## config.mk

```make
export PLATFORM = sky130hd
export DESIGN_NAME = smx_div
export DESIGN_NICKNAME = d
export VERILOG_FILES = /design/src/hw/rtl/stack_machine_execute_unit_core_assert.svh /design/src/hw/rtl/smx_pkg.sv /design/src/hw/rtl/smx_div.sv
export SDC_FILE = /design/constraint.sdc
export NUM_CORES = 1
export LEC_CHECK = 0
export ABC_AREA = 0
export BUFFER_PORTS_ARGS = -buffer_cell sky130_fd_sc_hd__buf_2
export CAP_MARGIN = 0
export CORE_UTILIZATION = 60
export DETAILED_ROUTE_END_ITERATION = 8
export PLACE_DENSITY = 0.82
export SYNTH_ARGS = -nofsm -noshare
export SYNTH_HDL_FRONTEND = slang
export SYNTH_SLANG_ARGS = --single-unit
```

## constraint.sdc

```tcl
create_clock -name clk -period 6.5 [get_ports clk]
set_clock_uncertainty 0.15 [all_clocks]
set_input_delay 1.3 -clock clk [delete_from_list [all_inputs] [get_ports clk]]
set_output_delay 1.3 -clock clk [all_outputs]
set_load 0.005 [all_outputs]
```

## src/hw/rtl/stack_machine_execute_unit_core_assert.svh

```systemverilog
// Assertion macros shared by the execute unit RTL.
`ifndef STACK_MACHINE_EXECUTE_UNIT_CORE_ASSERT_SVH
`define STACK_MACHINE_EXECUTE_UNIT_CORE_ASSERT_SVH

// Implication checked on every clock edge outside reset.
`define SMX_ASSERT_IMP(label, clk, rst_n, ante, cons, msg) \
    label: assert property (@(posedge clk) disable iff (!rst_n) (ante) |-> (cons)) \
        else $error(msg);

// Next-cycle implication checked outside reset.
`define SMX_ASSERT_NEXT(label, clk, rst_n, ante, cons, msg) \
    label: assert property (@(posedge clk) disable iff (!rst_n) (ante) |=> (cons)) \
        else $error(msg);

`endif

```

## src/hw/rtl/smx_pkg.sv

```systemverilog
`timescale 1ns / 1ps

package smx_pkg;

    localparam int OP_W = 5;
    localparam int WORD_W = 32;
    localparam int IDX_W = 10;
    localparam int NEXT_W = 11;

    // Program positions are 10 bits and branch targets are truncated to 11 bits,
    // so the program length is fixed by those widths.
    localparam int PROGRAM_LENGTH = 1024;

    typedef enum logic [4:0] {
        OP_PUSH = 5'd0, OP_ADD = 5'd1, OP_SUB = 5'd2, OP_MUL = 5'd3, OP_DIV = 5'd4,
        OP_OUTC = 5'd5, OP_OUTV = 5'd6, OP_GETC = 5'd7, OP_SWAP = 5'd8,
        OP_CALL = 5'd9, OP_CALLZ = 5'd10, OP_CALLNZ = 5'd11, OP_GOTO = 5'd12,
        OP_GOTOZ = 5'd13, OP_GOTONZ = 5'd14, OP_RET = 5'd15, OP_HALT = 5'd16,
        OP_DUP = 5'd17, OP_DROP = 5'd18, OP_EQ = 5'd19, OP_GT = 5'd20,
        OP_LT = 5'd21, OP_GE = 5'd22, OP_LE = 5'd23, OP_SYSEXIT = 5'd24,
        OP_NOP = 5'd25
    } op_t;

    typedef enum logic [2:0] {
        ST_OK = 3'd0, ST_UNDER = 3'd1, ST_OVER = 3'd2, ST_DIVZ = 3'd3,
        ST_RETEMPTY = 3'd4, ST_UNKNOWN = 3'd5
    } status_t;

    typedef enum logic [1:0] {
        KIND_NONE = 2'd0, KIND_CHAR = 2'd1, KIND_VALUE = 2'd2
    } kind_t;

    // Handshake between the sequencer and the divider.
    typedef struct packed {
        logic        start;
        logic [31:0] dividend;
        logic [31:0] divisor;
    } div_req_t;

    typedef struct packed {
        logic        done;
        logic [31:0] quotient;
    } div_rsp_t;

endpackage

```

## src/hw/rtl/smx_div.sv

```systemverilog
`timescale 1ns / 1ps

// Signed restoring divider, one quotient bit per cycle, truncating toward zero.
module smx_div (
    input  logic              clk,
    input  logic              rst_n,
    input  smx_pkg::div_req_t req,
    output smx_pkg::div_rsp_t rsp
);
    import smx_pkg::*;

    logic        busy_reg;
    logic [5:0]  cnt_reg;
    logic [31:0] quo_reg;
    logic [32:0] rem_reg;
    logic [31:0] dvs_reg;
    logic        neg_reg;
    logic        done_reg;
    logic [32:0] trial;
    logic [32:0] shifted;

    assign shifted = {rem_reg[31:0], quo_reg[31]};
    assign trial = shifted - {1'b0, dvs_reg};

    always_ff @(posedge clk or negedge rst_n)
    begin
        if (!rst_n)
        begin
            busy_reg <= 1'b0;
            done_reg <= 1'b0;
            cnt_reg <= '0;
        end
        else
        begin
            done_reg <= 1'b0;
            if (req.start)
            begin
                busy_reg <= 1'b1;
                cnt_reg <= 6'd32;
                quo_reg <= req.dividend[31] ? (32'd0 - req.dividend) : req.dividend;
                dvs_reg <= req.divisor[31] ? (32'd0 - req.divisor) : req.divisor;
                neg_reg <= req.dividend[31] ^ req.divisor[31];
                rem_reg <= '0;
            end
            else if (busy_reg)
            begin
                if (!trial[32])
                begin
                    rem_reg <= trial;
                    quo_reg <= {quo_reg[30:0], 1'b1};
                end
                else
                begin
                    rem_reg <= shifted;
                    quo_reg <= {quo_reg[30:0], 1'b0};
                end
                cnt_reg <= cnt_reg - 6'd1;
                if (cnt_reg == 6'd1)
                begin
                    busy_reg <= 1'b0;
                    done_reg <= 1'b1;
                end
            end
        end
    end

    assign rsp.done = done_reg;
    assign rsp.quotient = neg_reg ? (32'd0 - quo_reg) : quo_reg;

endmodule

```

==> Implementation_results.wiki <==
{| class="wikitable"
! Metric !! Value
|-
| TritonCTS Buffers || 9
|-
| Maximum fanout along the worst path || 5
|-
| Final setup violation count || 0
|-
| Number of port buffers || 99
|-
| FF+latch count, synth || ~110
|-
| Unrepaired setup endpoints after global routing || false
|-
| Most used standard cells in the synthesized netlist || sky130_fd_sc_hd__edfxtp_1, sky130_fd_sc_hd__nor2_1, sky130_fd_sc_hd__xnor2_1
|-
| Via count of the routed design || around 6800
|-
| Max H-tree Level || 3
|-
| Post-CTS repair timing setup buffer count || 0
|-
| Clock insertion delay at the later pin of the skew report || ~0.36 ns
|-
| Total grt overflow || 0
|-
| Leading cell type by number of instances after synthesis || sky130_fd_sc_hd__edfxtp_1
|-
| Number of nets in the layout || around 1100
|-
| Final routed wire length divided by cell count || between 15 and 20 um
|-
| Maximum number of pins on one net before global-route repair || 100
|-
| Die width || between 100 and 150 um
|-
| Drt first pass iters || 6
|-
| Run status || finished clean
|-
| Slowest cell on crit path || sky130_fd_sc_hd__or4_1
|-
| Startpoint of the worst hold path || cnt_reg[5]$_DFFE_PN0N_
|-
| CTS max path bufs || 2
|-
| Height of the die || between 100 and 150 um
|-
| WP buf/inv || 1
|-
| Most area-hungry cell type in the Yosys netlist || sky130_fd_sc_hd__edfxtp_1
|-
| CTS tree || built
|-
| Net Count, Synth || about 1000
|-
| Residual antenna-violating net count after detailed routing || 0
|-
| Cell seen most often among critical-path stages || sky130_fd_sc_hd__or4_1
|-
| Antenna violations before repair || 0
|-
| Total clock sinks || 105
|-
| Post-Route Utilization || between 60% and 70%
|-
| Seq/Total Area, Yosys || between 30% and 40%
|-
| Setup Total Neg Slack || 0 ns
|-
| Launching element type of the critical path || flip-flop
|-
| Detailed-route wire length || 18.6 mm
|-
| Reg-to-reg critical path startpoint || quo_reg[31]$_DFFE_PP_
|-
| Worst slack at placement || between 1.5 and 2 ns
|-
| Share of the clock period used by the worst path || between 70% and 80%
|-
| Syn avg cell area || about 9 um^2
|-
| Start point of the critical path || quo_reg[9]$_DFFE_PP_
|-
| # DRC || 0
|-
| Mapped Cells || between 800 and 900
|-
| Worst rel slew slack || 32.5%
|-
| DR iter-0 viols || 558
|-
| Worst hold path class || flip-flop to flip-flop
|-
| FFs w/ async S/R, synth || under 10%
|-
| Crit path setup slack, layout || about 1.5 ns
|-
| Root buffer cell || sky130_fd_sc_hd__clkbuf_16
|-
| Total Die Area || 13900 um^2
|-
| Fraction of synthesized cell area taken by the top area cell type || roughly 36%
|-
| HPWL after detailed placement || between 10 and 15 mm
|-
| Number of top-level pins || 100
|-
| Largest vdd supply drop || ~0.16 mV
|-
| Combined area of all synthesized cells || slightly above 8000 um^2
|-
| First-pass GRT wire length || approximately 31 mm
|-
| Ordered list of cells on the worst path || or4_4 -> or4_1 -> nor4_1 -> nand2_1 -> or4_1 -> o41ai_1 -> xnor2_1 -> buf_2
|-
| Smallest hold slack || around 0.39 ns
|-
| Reported max-cap violation count || 0
|-
| Initial core utilization || ~63%
|-
| Row cnt || slightly above 40
|-
| Number of synthesized flops with an enable pin || 97
|-
| Total global-route track usage || ~28%
|-
| Static leakage power || about 0.0035 uW
|-
| Via count of the first global-routing pass || approximately 6400
|-
| Biggest cell delay along the critical path || 0.57 ns
|-
| Final Non-Filler Cells || roughly 1100
|-
| Area inside the core boundary || about 13000 um^2
|-
| Least-Margin Pin Slew || between 1 and 1.5 ns
|-
| # hold bufs at CTS || 0
|-
| Yosys Warn Count || 0
|-
| Cell types with the largest area share after synthesis || sky130_fd_sc_hd__edfxtp_1, sky130_fd_sc_hd__xnor2_1, sky130_fd_sc_hd__ha_1, sky130_fd_sc_hd__xor2_1, sky130_fd_sc_hd__a21oi_1
|-
| Quantity of gates resized following cts || 0
|-
| Top FF cell, synth || sky130_fd_sc_hd__edfxtp_1
|-
| Diode count || 0
|-
| Setup Crit Path Kind || flip-flop to primary output
|-
| Clock transition at the registers of the reported paths || 0.07 ns
|-
| Synth-to-Final Area Change || 10.8%
|-
| Distinct cells, synth || 59
|-
| Max frequency || about 200 MHz
|-
| Areal power density over the cells || 281 nW/um^2
|-
| Final weighted congestion in routability-driven placement || roughly 0.88
|-
| Max Slew Vio Count || 0
|-
| Layout cells sized above 1 || 14.3%
|-
| Shortest period the worst path allows || 5.01 ns
|-
| Number of instances in the placed design || roughly 1100
|-
| Critical path's top delay family || simple AND/OR/NAND/NOR gates
|-
| Required @ worst endpoint || 5.05 ns
|-
| Count of final hold-check violations || 0
|-
| Crit path arrival time || 3.56 ns
|-
| Nature of the critical path endpoint || primary output
|-
| Vias per Instance || roughly 6
|}
[final cells by class]
class                      instances  area, um^2
clock buffer                       9         225
inverter                          47         176
sequential                       105        3110
timing repair buffer             105         541
fill                            1068        3940
tap                              172         215
multi-input combinational        681        4630
clock inverter                     7        35.0
[worst register-to-register path: stages (launching register included)]
cell	delay, ns
sky130_fd_sc_hd__edfxtp_1	0.43
sky130_fd_sc_hd__inv_1	0.07
sky130_fd_sc_hd__ha_1	0.22
sky130_fd_sc_hd__fa_1	0.40
sky130_fd_sc_hd__nand2b_1	0.18
sky130_fd_sc_hd__a21o_1	0.19
sky130_fd_sc_hd__a211o_1	0.30
sky130_fd_sc_hd__and3_1	0.27
sky130_fd_sc_hd__o311a_1	0.41
sky130_fd_sc_hd__nor3_4	0.39
sky130_fd_sc_hd__buf_4	0.52
sky130_fd_sc_hd__nor4b_1	0.13
sky130_fd_sc_hd__or3_1	0.37
[final timing paths]
kind / end / slack [ns] / cells past startpoint
worst max register to register: rem_reg[31]$_SDFFCE_PP0P_ / 2.23 / 12
max in group asynchronous: cnt_reg[5]$_DFFE_PN0N_ / 4.94 / 2
min in group asynchronous: cnt_reg[2]$_DFFE_PN0N_ / 0.88 / 2
worst min register to register: cnt_reg[5]$_DFFE_PN0N_ / 0.39 / 2
worst min-delay path: cnt_reg[5]$_DFFE_PN0N_ / 0.39 / 2
worst max-delay path: rsp[29] / 1.49 / 8
[cell usage in the layout (no fill, tap or decap), drive strengths merged, types with 37 or more instances in the layout]
cell,instances
nor2,84
edfxtp,97
xnor2,72
a21oi,64
o21ai,48
xor2,47
inv,48
ha,37
nand2,69
buf,105
[stage by stage]
step	area, um^2	power (uW)
2_1_floorplan	8070	1750
3_3_place_gp	8680	1980
3_5_place_dp	8680	2010
4_1_cts	8940	2510
5_1_grt	8940	2680
6_report	8940	2520
[logic make-up (layout without fill, tap and decap cells)]
| kind of cell | Yosys count | count (layout) | share of synthesized area, % |
|---|---|---|---|
| and+or+nand+nor | 273 | 273 | 17.1 |
| DFF | 105 | 105 | 38.6 |
| adders and majority gates | 38 | 38 | 5.99 |
| buffers and inverters | 84 | 168 | 4.08 |
| muxes | 23 | 23 | 2.85 |
| xor gates and xnor gates | 119 | 119 | 12.9 |
| AOI/OAI and AO/OA | 228 | 228 | 18.5 |
[power breakdown]
group | leakage, uW | internal (uW) | switching (uW)
Combinational | 0.00235 | 453 | 587
Sequential | 0.00104 | 878 | 95.2
Clock | 0.000132 | 255 | 247
Total | 0.00352 | 1590 | 930
[routing by layer]
metal  GRT usage [%]  wire [um]  up-vias  share of wire, %
met4            8.09        353        0               1.9
met1            37.3       8420     3202                45
met3            5.09       1050       30               5.6
met5               0          0        -                 0
li1                -          -     3374                 -
met2            45.1       8810      192                47
Note: power is estimated with default switching activity, not from simulation.
